**src/dik_pkg.sv**
```systemverilog
package dik_pkg;

  localparam int NUM_TOWERS  = 3;
  localparam int COORD_W     = 17;
  localparam int HEIGHT_W    = 19;
  localparam int RADIUS_W    = 16;
  localparam int ROD_W       = 17;
  localparam int XOFS_W      = 17;
  localparam int YOFS_W      = 16;
  localparam int DIFF_W      = 18;
  localparam int SQ_W        = 34;
  localparam int ARG_W       = 36;
  localparam int ROOT_W      = 17;
  localparam int REM_W       = 20;
  localparam int SQRT_STAGES = 17;
  localparam int CFG_ADDR_W  = 2;
  localparam int CFG_DATA_W  = 17;

  localparam logic [RADIUS_W-1:0] SIN60_Q16 = 16'd56756;
  localparam logic [XOFS_W:0]     ROUND_Q16 = 18'd32768;

  localparam logic [CFG_ADDR_W-1:0] REG_TOWER_RADIUS = 2'd0;
  localparam logic [CFG_ADDR_W-1:0] REG_ROD_LENGTH   = 2'd1;

  localparam logic [RADIUS_W-1:0] RADIUS_RESET = 16'd23556;
  localparam logic [ROD_W-1:0]    ROD_RESET    = 17'd55296;

  localparam int TWR_A = 0;
  localparam int TWR_B = 1;
  localparam int TWR_C = 2;

  typedef logic signed [COORD_W-1:0]  coord_t;
  typedef logic signed [HEIGHT_W-1:0] height_t;
  typedef logic signed [DIFF_W-1:0]   diff_t;
  typedef logic [SQ_W-1:0]            sq_t;
  typedef logic signed [ARG_W-1:0]    arg_t;
  typedef logic [NUM_TOWERS-1:0]      flags_t;

  typedef struct packed {
    logic [RADIUS_W-1:0] radius;
    logic [XOFS_W-1:0]   x_ofs;
    logic [YOFS_W-1:0]   y_ofs;
    sq_t                 rod_sq;
  } geo_t;

  typedef struct packed {
    logic                       valid;
    flags_t                     neg;
    coord_t                     z;
    sq_t [NUM_TOWERS-1:0]       mag;
  } root_item_t;

  typedef struct packed {
    height_t [NUM_TOWERS-1:0]   carriage;
    flags_t                     unreachable;
  } result_t;

endpackage

```
**src/dik_intf.sv**
```systemverilog


interface dik_cfg_if import dik_pkg::*; ();
  logic                  valid;
  logic                  ready;
  logic [CFG_ADDR_W-1:0] addr;
  logic [CFG_DATA_W-1:0] data;

  modport source(output valid, output addr, output data, input ready);
  modport sink(input valid, input addr, input data, output ready);
endinterface

```
**src/dik_cfg.sv**
```systemverilog
module dik_cfg import dik_pkg::*; (
  input  logic     clk,
  input  logic     rst_n,
  dik_cfg_if.sink  cfg_ch,
  output geo_t     geo
);

  logic [RADIUS_W-1:0] radius_r;
  logic [ROD_W-1:0]    rod_r;
  geo_t                geo_r;
  geo_t                geo_nxt;
  logic [2*RADIUS_W-1:0] x_prod;
  logic [XOFS_W+RADIUS_W-1:0] x_sum;
  logic [RADIUS_W:0]   y_sum;
  logic [2*ROD_W-1:0]  rod_prod;

  assign cfg_ch.ready = 1'b1;

  always_ff @(posedge clk) begin
    if (!rst_n) begin
      radius_r <= RADIUS_RESET;
      rod_r    <= ROD_RESET;
    end else if (cfg_ch.valid && cfg_ch.ready) begin
      case (cfg_ch.addr)
        REG_TOWER_RADIUS: radius_r <= cfg_ch.data[RADIUS_W-1:0];
        REG_ROD_LENGTH:   rod_r    <= cfg_ch.data[ROD_W-1:0];
        default: ;
      endcase
    end
  end

  assign x_prod   = {{RADIUS_W{1'b0}}, radius_r} * {{RADIUS_W{1'b0}}, SIN60_Q16};
  assign x_sum    = {1'b0, x_prod} + {{(XOFS_W+RADIUS_W-XOFS_W-1){1'b0}}, ROUND_Q16};
  assign y_sum    = {1'b0, radius_r} + {{RADIUS_W{1'b0}}, 1'b1};
  assign rod_prod = {{ROD_W{1'b0}}, rod_r} * {{ROD_W{1'b0}}, rod_r};

  always_comb begin
    geo_nxt.radius = radius_r;
    geo_nxt.x_ofs  = x_sum[XOFS_W+RADIUS_W-1:RADIUS_W];
    geo_nxt.y_ofs  = y_sum[RADIUS_W:1];
    geo_nxt.rod_sq = rod_prod[SQ_W-1:0];
  end

  always_ff @(posedge clk) begin
    geo_r <= geo_nxt;
  end

  assign geo = geo_r;

endmodule

```
**src/flat_wrapper.sv**
```systemverilog
// flat-port wrapper written by rule: the top's interface ports become plain ports
module dik_cfg_flat import dik_pkg::*;
  (clk, rst_n, geo, cfg_ch_valid, cfg_ch_addr, cfg_ch_data, cfg_ch_ready);
  dik_cfg_if cfg_ch_i ();
  input  logic clk;
  input  logic rst_n;
  output geo_t geo;
  input wire logic [$bits(cfg_ch_i.valid)-1:0] cfg_ch_valid;
  input wire logic [$bits(cfg_ch_i.addr)-1:0] cfg_ch_addr;
  input wire logic [$bits(cfg_ch_i.data)-1:0] cfg_ch_data;
  output wire logic [$bits(cfg_ch_i.ready)-1:0] cfg_ch_ready;
  assign cfg_ch_i.valid = cfg_ch_valid;
  assign cfg_ch_i.addr = cfg_ch_addr;
  assign cfg_ch_i.data = cfg_ch_data;
  assign cfg_ch_ready = cfg_ch_i.ready;
  dik_cfg u_core (.clk(clk), .rst_n(rst_n), .cfg_ch(cfg_ch_i), .geo(geo));
endmodule
```
**config.mk**
```make
export PLATFORM = sky130hd
export DESIGN_NAME = dik_cfg_flat
export DESIGN_NICKNAME = d
export VERILOG_FILES = /design/src/dik_pkg.sv /design/src/dik_intf.sv /design/src/dik_cfg.sv /design/src/flat_wrapper.sv
export SDC_FILE = /design/constraint.sdc
export NUM_CORES = 1
export LEC_CHECK = 0
export CORE_MARGIN = 4
export CORE_UTILIZATION = 49
export DETAILED_ROUTE_END_ITERATION = 10
export DONT_BUFFER_PORTS = 1
export GPL_ROUTABILITY_DRIVEN = 0
export SYNTH_ARGS = -nofsm -noshare
export SYNTH_HDL_FRONTEND = slang
export SYNTH_SLANG_ARGS = --single-unit
```
**constraint.sdc**
```tcl
create_clock -name clk -period 7.5 [get_ports clk]
set_clock_uncertainty 0.2 [all_clocks]
set_input_delay 0 -clock clk [delete_from_list [all_inputs] [get_ports clk]]
set_output_delay 0 -clock clk [all_outputs]
set_load 0.01 [all_outputs]
```
==> flow_summary.toml <==
[status]
outcome = "finished, final reports clean"

[clocking]
cts_max_level = 4
clock-sinks = 115
path_clk_slew_ns = 0.07
clkLatencyLatePin_ns = 0.46
tritoncts = "built"
cts_root_buf = "clkbuf_16"
postCtsSetupBuffers = 0
cts.path.max_buffers = 2
numCtsBuffers = 17

[sta]
slew_viol_final = 0
rsz0062_at_grt = "false"
max_slew.worst_pin.slew_ns = 1.11
fin_ws_ns = 0.459
max_freq_ghz = 0.142
hold_ws_ns = 0.0200
finalHoldViolCount = 0
period_share_pct = 93.9
final.setup.tns_ns = 0
setup_viol = 0
max_slew_margin_pct = 25.6
post-route-min-period_ns = 7.04

[logic_synthesis]
yosysTopAreaCell = "fa_1"
synth-compound-area-share_pct = 6.44
async_flop_share_pct = 0
synth_nets = 2203
synth_top_family_by_area = "adder cells"
synthCells = 1675
synth_ff_type = "dfxtp_1"
synthSimpleGateAreaFrac_pct = 10.4
synth_xor_area_share_pct = 4.74
ys_seq_elements = 115
synthesis.area_sq_um = 16100
synth_adder_area_share_pct = 53.1
yosysWarnings = 0
synth_mux_area_share_pct = 0.0701
synth_edf_count = 0
yosysMostFrequentCell = "inv_1"
synth_area_leaders = "fa_1, ha_1, dfxtp_1, inv_1, nand2_1"
seq_area_frac_synth_pct = 14.3
synth.top_cells.by_count = "inv_1, fa_1, ha_1, nand2_1, dfxtp_1"
yosysTopAreaCellShare_pct = 36.4
synth_cell_type_count = 65
syn_avg_cell_area_sq_um = 9.59

[floorplan]
die_area_sq_um = 35700
ios = 106
die_y_microns = 189
fp-row-count = 66
coreArea_sq_um = 32500
initial_core_util_pct = 49.5
die_w_microns = 189

[place]
hpwl_microns = 30000
pre_cts_slack_ns = 0.345
port_buffers = 0
dp_cells = 2099

[grt]
grt_pass1_vias = 12001
antenna_found_initial = 5
grt_pass1_wl_microns = 61800
grt_max_degree = 34
gr-total-overflow = 0
grtUsageTotal_pct = 22.0

[drt]
drc = 0
via_per_inst = 4.97
drt_iter0_markers = 455
dr.pass1.iters = 5
vias = 10723
ant_nets = 0
avgRoutedWirePerCell_microns = 16.7
routed_wl_microns = 36000

[worst_setup_path]
path_cells = "inv_1 > nor2_1 > fa_1 > fa_1 > inv_1 > fa_1 > inv_1 > fa_1 > inv_1 > fa_1 > inv_1 > fa_1 > ha_1 > o21a_1 > o21a_1 > o22ai_1 > nor3b_2 > a211oi_1 > or4_1 > a31o_1 > a21o_1 > a21oi_2 > xnor2_1"
cp-end-kind = "flip-flop"
cp-start-kind = "flip-flop"
critPathRequiredTime_ns = 7.68
cp_max_fo = 13
crit_top_cell = "fa_1"
cp_data_arrival_time_ns = 7.22
crit_path_top_delay_cell = "dfxtp_1"
critPathKind = "flip-flop to flip-flop"
rrSetupSlack_ns = 0.46
critPathTopFamily = "adder cells"
critPathBufInv = 5
slowest_delay_ns = 0.66

[power_and_ir_drop]
pwr_density_cell_nw_per_um2 = 261
power_leakage_nw = 9.04
vdd_drop_max_uv = 366

[job]
maxCapViolations = 0

[final_layout]
post-route-util_pct = 54.0
drive_gt1_share_pct = 4.67
fin_nets = 2229
instances_no_fill = 2159
fill_cells = 2972
area_delta_synth_final_pct = 9.07

[worst_hold_path]
hp-class = "input port to flip-flop"
## metrics by stage
step                power, mW  instance area (sq um)
floorplan                3.07                  16100
global placement         3.62                  16600
detailed placement       3.62                  16600
CTS                      4.62                  17500
global route             5.06                  17500
finish                   4.57                  17500
## cell families (layout without fill, tap and decap cells)
group,Yosys count,in the layout
fa+ha+maj,506,506
compound gates,149,149
mux,1,1
other cells,2,5
flops,115,115
simple gates,351,351
xor+xnor,86,86
buf+inv,465,504
## metal layers
metal / share of wire [%] / track usage, % / routed length (microns)
met1: 45 / 29.3 / 16100
met2: 48 / 37.0 / 17300
met3: 5.2 / 4.54 / 1870
met4: 2.1 / 5.97 / 741
met5: 0.11 / 0 / 40
## worst paths after layout
kind                                                       start                            to  cells past startpoint
worst max-delay path                u_core.rod_r[5]$_SDFFE_PN0P_        u_core.geo[31]$_DFF_P_                     23
worst min-delay path                              cfg_ch_addr[0]  u_core.rod_r[1]$_SDFFE_PN0P_                      3
worst min register to register  u_core.radius_r[10]$_SDFFE_PN1P_        u_core.geo[77]$_DFF_P_                      0
worst max register to register      u_core.rod_r[5]$_SDFFE_PN0P_        u_core.geo[31]$_DFF_P_                     23
## layout by cell type, fill, tap and decap left out, types with 6 or more instances in the layout
cell type and count:
a21boi_0 27, a21o_1 10, a21oi_1 43, and2_1 55
and3_1 6, buf_4 20, clkbuf_16 17, dfxtp_1 110
dlygate4sd3_1 25, fa_1 292, ha_1 214, inv_1 427
nand2_1 176, nand3_1 22, nor2_1 40, nor2b_1 10
nor3_1 8, o211ai_1 7, o21a_1 7, o21ai_0 15
xnor2_1 62, xor2_1 23
## cell type report
type,count,area [sq um],share of cell area (%)
Clock inverter,14,191,1.09
Multi-Input combinational cell,1095,12000,68.6
Tap cell,442,553,3.16
Clock buffer,18,439,2.51
Antenna cell,3,7.51,0.0428
Timing Repair Buffer,45,400,2.29
Inverter,427,1600,9.15
Sequential cell,115,2310,13.2
## worst reg2reg max path: cells and delay by family (launching register included)
family / cells / cell delay (ns)
xor+xnor: 1 / 0.13
fa+ha+maj: 7 / 3.29
simple gates: 3 / 0.95
compound gates: 7 / 1.32
buf+inv: 5 / 0.39
flops: 1 / 0.66
## report_power, final
part           leakage (nW)  internal, mW  switching, mW
clock                 0.304         0.544          0.378
combinational          7.79          1.17           1.60
sequential            0.947         0.756          0.110
total                  9.04          2.47           2.09
## repair_timing
| item | in CTS | in global routing |
|---|---|---|
| resized for setup | 0 | 6 |
| hold endpoints to repair | 33 | 0 |
| hold buffers | 25 | 0 |
| endpoints found under the setup margin | 0 | 3 |
## sequential cells by signal (all words and copies together), names as in the netlist
register         cells
u_core.rod_r        17
u_core.geo          82
u_core.radius_r     16
Note: power is estimated with default switching activity, not from simulation.
