`src/dik_pkg.sv`:
```
package dik_pkg;

  localparam int NUM_TOWERS  = 3;
  localparam int COORD_W     = 17;
  localparam int HEIGHT_W    = 19;
  localparam int RADIUS_W    = 16;
  localparam int ROD_W       = 17;
  localparam int XOFS_W      = 17;
  localparam int YOFS_W      = 16;
  localparam int DIFF_W      = 18;
  localparam int SQ_W        = 34;
  localparam int ARG_W       = 36;
  localparam int ROOT_W      = 17;
  localparam int REM_W       = 20;
  localparam int SQRT_STAGES = 17;
  localparam int CFG_ADDR_W  = 2;
  localparam int CFG_DATA_W  = 17;

  localparam logic [RADIUS_W-1:0] SIN60_Q16 = 16'd56756;
  localparam logic [XOFS_W:0]     ROUND_Q16 = 18'd32768;

  localparam logic [CFG_ADDR_W-1:0] REG_TOWER_RADIUS = 2'd0;
  localparam logic [CFG_ADDR_W-1:0] REG_ROD_LENGTH   = 2'd1;

  localparam logic [RADIUS_W-1:0] RADIUS_RESET = 16'd23556;
  localparam logic [ROD_W-1:0]    ROD_RESET    = 17'd55296;

  localparam int TWR_A = 0;
  localparam int TWR_B = 1;
  localparam int TWR_C = 2;

  typedef logic signed [COORD_W-1:0]  coord_t;
  typedef logic signed [HEIGHT_W-1:0] height_t;
  typedef logic signed [DIFF_W-1:0]   diff_t;
  typedef logic [SQ_W-1:0]            sq_t;
  typedef logic signed [ARG_W-1:0]    arg_t;
  typedef logic [NUM_TOWERS-1:0]      flags_t;

  typedef struct packed {
    logic [RADIUS_W-1:0] radius;
    logic [XOFS_W-1:0]   x_ofs;
    logic [YOFS_W-1:0]   y_ofs;
    sq_t                 rod_sq;
  } geo_t;

  typedef struct packed {
    logic                       valid;
    flags_t                     neg;
    coord_t                     z;
    sq_t [NUM_TOWERS-1:0]       mag;
  } root_item_t;

  typedef struct packed {
    height_t [NUM_TOWERS-1:0]   carriage;
    flags_t                     unreachable;
  } result_t;

endpackage

```
`src/dik_geom.sv`:
```
module dik_geom import dik_pkg::*; (
  input  logic       clk,
  input  logic       rst_n,
  input  logic       en,
  input  logic       in_vld,
  input  coord_t     in_x,
  input  coord_t     in_y,
  input  coord_t     in_z,
  input  geo_t       geo,
  output root_item_t item
);

  logic   s1_vld_r;
  coord_t s1_x_r;
  coord_t s1_y_r;
  coord_t s1_z_r;

  logic   s2_vld_r;
  diff_t  s2_dxa_r;
  diff_t  s2_dxb_r;
  diff_t  s2_dxc_r;
  diff_t  s2_dyab_r;
  diff_t  s2_dyc_r;
  coord_t s2_z_r;
  diff_t  dxa_nxt;
  diff_t  dxb_nxt;
  diff_t  dxc_nxt;
  diff_t  dyab_nxt;
  diff_t  dyc_nxt;

  logic   s3_vld_r;
  sq_t    s3_xa_r;
  sq_t    s3_xb_r;
  sq_t    s3_xc_r;
  sq_t    s3_yab_r;
  sq_t    s3_yc_r;
  coord_t s3_z_r;
  logic signed [2*DIFF_W-1:0] p_xa;
  logic signed [2*DIFF_W-1:0] p_xb;
  logic signed [2*DIFF_W-1:0] p_xc;
  logic signed [2*DIFF_W-1:0] p_yab;
  logic signed [2*DIFF_W-1:0] p_yc;

  arg_t       arg_a;
  arg_t       arg_b;
  arg_t       arg_c;
  arg_t       rod_ext;
  root_item_t item_r;
  root_item_t item_nxt;

  always_ff @(posedge clk) begin
    if (!rst_n) begin
      s1_vld_r <= 1'b0;
      s2_vld_r <= 1'b0;
      s3_vld_r <= 1'b0;
      item_r.valid <= 1'b0;
    end else if (en) begin
      s1_vld_r <= in_vld;
      s2_vld_r <= s1_vld_r;
      s3_vld_r <= s2_vld_r;
      item_r.valid <= s3_vld_r;
    end
    if (en) begin
      item_r.z   <= item_nxt.z;
      item_r.neg <= item_nxt.neg;
      item_r.mag <= item_nxt.mag;
    end
  end

  assign dxa_nxt  = -$signed({1'b0, geo.x_ofs}) - diff_t'(s1_x_r);
  assign dxb_nxt  = $signed({1'b0, geo.x_ofs}) - diff_t'(s1_x_r);
  assign dxc_nxt  = -diff_t'(s1_x_r);
  assign dyab_nxt = -$signed({2'b00, geo.y_ofs}) - diff_t'(s1_y_r);
  assign dyc_nxt  = $signed({2'b00, geo.radius}) - diff_t'(s1_y_r);

  assign p_xa  = s2_dxa_r * s2_dxa_r;
  assign p_xb  = s2_dxb_r * s2_dxb_r;
  assign p_xc  = s2_dxc_r * s2_dxc_r;
  assign p_yab = s2_dyab_r * s2_dyab_r;
  assign p_yc  = s2_dyc_r * s2_dyc_r;

  assign rod_ext = $signed({2'b00, geo.rod_sq});
  assign arg_a   = rod_ext - $signed({2'b00, s3_xa_r}) - $signed({2'b00, s3_yab_r});
  assign arg_b   = rod_ext - $signed({2'b00, s3_xb_r}) - $signed({2'b00, s3_yab_r});
  assign arg_c   = rod_ext - $signed({2'b00, s3_xc_r}) - $signed({2'b00, s3_yc_r});

  always_comb begin
    item_nxt            = item_r;
    item_nxt.z          = s3_z_r;
    item_nxt.neg[TWR_A] = arg_a[ARG_W-1];
    item_nxt.neg[TWR_B] = arg_b[ARG_W-1];
    item_nxt.neg[TWR_C] = arg_c[ARG_W-1];
    item_nxt.mag[TWR_A] = arg_a[ARG_W-1] ? '0 : arg_a[SQ_W-1:0];
    item_nxt.mag[TWR_B] = arg_b[ARG_W-1] ? '0 : arg_b[SQ_W-1:0];
    item_nxt.mag[TWR_C] = arg_c[ARG_W-1] ? '0 : arg_c[SQ_W-1:0];
  end

  always_ff @(posedge clk) begin
    if (en) begin
      s1_x_r    <= in_x;
      s1_y_r    <= in_y;
      s1_z_r    <= in_z;
      s2_dxa_r  <= dxa_nxt;
      s2_dxb_r  <= dxb_nxt;
      s2_dxc_r  <= dxc_nxt;
      s2_dyab_r <= dyab_nxt;
      s2_dyc_r  <= dyc_nxt;
      s2_z_r    <= s1_z_r;
      s3_xa_r   <= p_xa[SQ_W-1:0];
      s3_xb_r   <= p_xb[SQ_W-1:0];
      s3_xc_r   <= p_xc[SQ_W-1:0];
      s3_yab_r  <= p_yab[SQ_W-1:0];
      s3_yc_r   <= p_yc[SQ_W-1:0];
      s3_z_r    <= s2_z_r;
    end
  end

  assign item = item_r;

endmodule

```
`config.mk`:
```
export PLATFORM = sky130hd
export DESIGN_NAME = dik_geom
export DESIGN_NICKNAME = d
export VERILOG_FILES = /design/src/dik_pkg.sv /design/src/dik_geom.sv
export SDC_FILE = /design/constraint.sdc
export NUM_CORES = 2
export LEC_CHECK = 0
export BUFFER_PORTS_ARGS = -buffer_cell sky130_fd_sc_hd__buf_2
export CORE_AREA = 2 2 320 639
export CTS_BUF_LIST = sky130_fd_sc_hd__clkbuf_4 sky130_fd_sc_hd__clkbuf_8
export DETAILED_ROUTE_END_ITERATION = 10
export DIE_AREA = 0 0 322 641
export GPL_TIMING_DRIVEN = 1
export PLACE_DENSITY = 0.59
export SYNTH_ARGS = -nofsm -noshare
export SYNTH_HDL_FRONTEND = slang
export SYNTH_SLANG_ARGS = --single-unit
```
`constraint.sdc`:
```
create_clock -name clk -period 7.35 [get_ports clk]
set_input_delay 1.47 -clock clk [delete_from_list [all_inputs] [get_ports clk]]
set_output_delay 1.47 -clock clk [all_outputs]
set_load 0.005 [all_outputs]
```
==> flow_summary_export.csv <==
group,metric,value,unit
status,outcome,"finished clean",
placed_design,pre_cts_ws,0.1917,ns
die,die_h,641,um
critical_path,reg2reg_slack,0.28,ns
die,num_rows,233,
grt,grt_max_degree,122,
critical_path,cp-startpoint,"s2_dyc_r[15]$_DFFE_PP_",
critical_path,crit_type,"flip-flop to flip-flop",
synth,yosysWarnings,0,
sta,fmax,141.4,MHz
grt,grtUsageTotal,0.2222,
clocking,tritoncts,"done",
sta,hold_viol,0,
grt,gr-total-overflow,0,
critical_path,path_common_cell,"fa_1",
grt,grt_pass1_vias,63832,
synth,synthTopCellsByArea,"fa_1 35%, edfxtp_1 17%, ha_1 13%, inv_1 11%, xnor2_1 3.5%",
critical_path,crit_path_cell_trace,"inv_1 > nor2_1 > ha_1 > xor2_1 > fa_1 > fa_1 > fa_1 > inv_1 > fa_1 > inv_1 > fa_1 > inv_1 > ha_1 > a21o_1 > a21oi_1 > o21bai_1 > a21o_1 > a21oi_1 > o21ai_0 > nor3_1 > a211oi_1 > o311ai_0",
synth,ys_types,93,
clocking,cts_num_sinks,464,
sta,slew_headroom,0.3829,
sta,worstMarginPinSlew,0.9256,ns
detailed_routing,drtIter0Drc,2591,
synth,synth_async_sr_flop_share,0,
grt,antenna_found_initial,40,
detailed_routing,wl_per_cell,19.65,um
critical_path,slowest_delay,0.82,ns
job,max_cap_viol_count,0,
synth,synth-seq-area-share,0.1731,
critical_path,critPathBufInv,4,
synth,synth_seq_cells,464,
detailed_routing,routed_wl,224500,um
clocking,clk_latency,0.82,ns
sta,rsz0062_at_grt,"no",
worst_hold_path,hp-class,"flip-flop to flip-flop",
synth,netlist_area,80280,sq um
die,coreArea,201200,sq um
finish,layout_commonest_cell,"inv_1",
sta,finalSetupTns,0,ns
critical_path,cp.depth,22,
synth,synth_edf_count,460,
finish,drive_above_1_share,0.08029,
finish,layout.nets,11122,
synth,yosysTopAreaCellShare,0.3538,
synth,ys.flop_type,"edfxtp_1",
sta,skew,0.07895,ns
finish,regArea,13890,sq um
finish,multi_input_area,57100,sq um
detailed_routing,drc,0,
critical_path,r2r-end,"s3_yc_r[32]$_DFFE_PP_",
detailed_routing,ant_nets,0,
critical_path,slowest_stage,"edfxtp_1",
die,io_pins,261,
critical_path,crit_path_end_kind,"flip-flop",
placed_design,dp_hpwl,195100,um
sta,final.period_utilization,0.9619,
critical_path,endpoint,"s3_yc_r[32]$_DFFE_PP_",
placed_design,port_buffers,260,
detailed_routing,firstDrtPassIters,8,
synth,synth.largest_area_cell,"fa_1",
finish,fin_util,0.4373,
clocking,cts_made_buffers,79,
critical_path,r2r-start,"s2_dyc_r[15]$_DFFE_PP_",
critical_path,critPathMaxFanout,11,
sta,setup_viol,0,
finish,final_cell_mix,"2313 x inv_1, 1419 x fa_1, 806 x ha_1, 643 x nand2_1, 460 x edfxtp_1",
die,die_w,322,um
detailed_routing,via_per_inst,5.009,
placed_design,gp_congestion,0.9547,
detailed_routing,vias,57211,
clocking,cts_max_level,3,
sta,fin_crit,7.070,ns
clocking,cts_root_buffer,"clkbuf_8",
synth,synth_cells,8315,
clocking,path_clk_slew,0.07,ns
clocking,ctsHoldBuffers,0,
critical_path,required,7.91,ns
critical_path,cp_data_arrival_time,7.63,ns
die,die-area,206400,sq um
clocking,post_cts_buffers,0,
sta,maxSlewViolCount,0,
sta,setup_slack,0.2798,ns
critical_path,reg2reg_depth,22,
clocking,cts_resized,0,
finish,syn2layout_area_growth,9.564,%
die,initial_utilization,0.3991,
critical_path,start_kind,"flip-flop",
synth,avgSynthCellArea,9.655,sq um
grt,grt_pass1_wl,348600,um
critical_path,path_delay_family,"adder cells",
finish,fillers,19566,
clocking,ctsLongestPathBuffers,3,
synth,synthesis.nets,10678,
## metal layers
metal	wire, um	up-vias	global-route usage
met5	195	-	0
met2	121500	1362	0.4220
met1	74800	28684	0.2218
li1	-	26493	-
met4	15730	30	0.1347
met3	12220	642	0.03988
## state kept, by name, summed over array words and instances (netlist names), 18 cells and up
signal     count
s2_dxa_r      18
s3_xb_r       32
s2_dyc_r      18
s3_xc_r       33
s3_yab_r      33
s2_dxc_r      18
s3_xa_r       33
s3_yc_r       33
s2_dyab_r     18
item         123
## logic make-up after synthesis
group	share of synthesized area
AOI/OAI and AO/OA	0.08092
xor gates and xnor gates	0.04986
adders and majority gates	0.4795
buffers and inverters	0.1161
DFF	0.1731
muxes	0.002603
and+or+nand+nor	0.09803
## per-stage QoR
step	hold slack (ns)	instances	instance area, sq um
2_1_floorplan	0.4003	8315	80280
5_1_grt	0.4167	11407	87930
4_1_cts	0.4142	11385	87730
6_report	0.4092	11421	87960
3_3_place_gp	0.4002	11245	86130
3_5_place_dp	0.4045	11245	86130
## layout make-up
class | instances | share of cell area
Sequential cell | 464 | 0.1579
Antenna cell | 18 | 0.0005121
Inverter | 2314 | 0.09875
Clock inverter | 43 | 0.004125
Tap cell | 2585 | 0.03677
Timing Repair Buffer | 521 | 0.03875
Multi-Input combinational cell | 5379 | 0.6491
Clock buffer | 97 | 0.01404
## Yosys cell counts (all sizes together), types with 143 or more instances
library cell	n
inv	2314
xnor2	323
a21o	147
nor2	427
ha	806
clkbuf	143
a21oi	306
o21ai	147
edfxtp	460
fa	1419
and2	219
nand2	643
## how the worst min path moves through the flow
stage	depth (start not counted)	startpoint	to	slack (ns)
floorplan	0	s3_z_r[0]$_DFFE_PP_	item[102]$_DFFE_PP_	0.40
global placement	0	s3_z_r[9]$_DFFE_PP_	item[111]$_DFFE_PP_	0.40
detailed placement	0	s2_z_r[0]$_DFFE_PP_	s3_z_r[0]$_DFFE_PP_	0.40
CTS	0	s2_z_r[6]$_DFFE_PP_	s3_z_r[6]$_DFFE_PP_	0.41
global route	0	s3_z_r[3]$_DFFE_PP_	item[105]$_DFFE_PP_	0.42
finish	0	s3_z_r[3]$_DFFE_PP_	item[105]$_DFFE_PP_	0.41
Power is not shown: default switching activity piles up to over one toggle a cycle in this logic, so the estimate is an artifact.
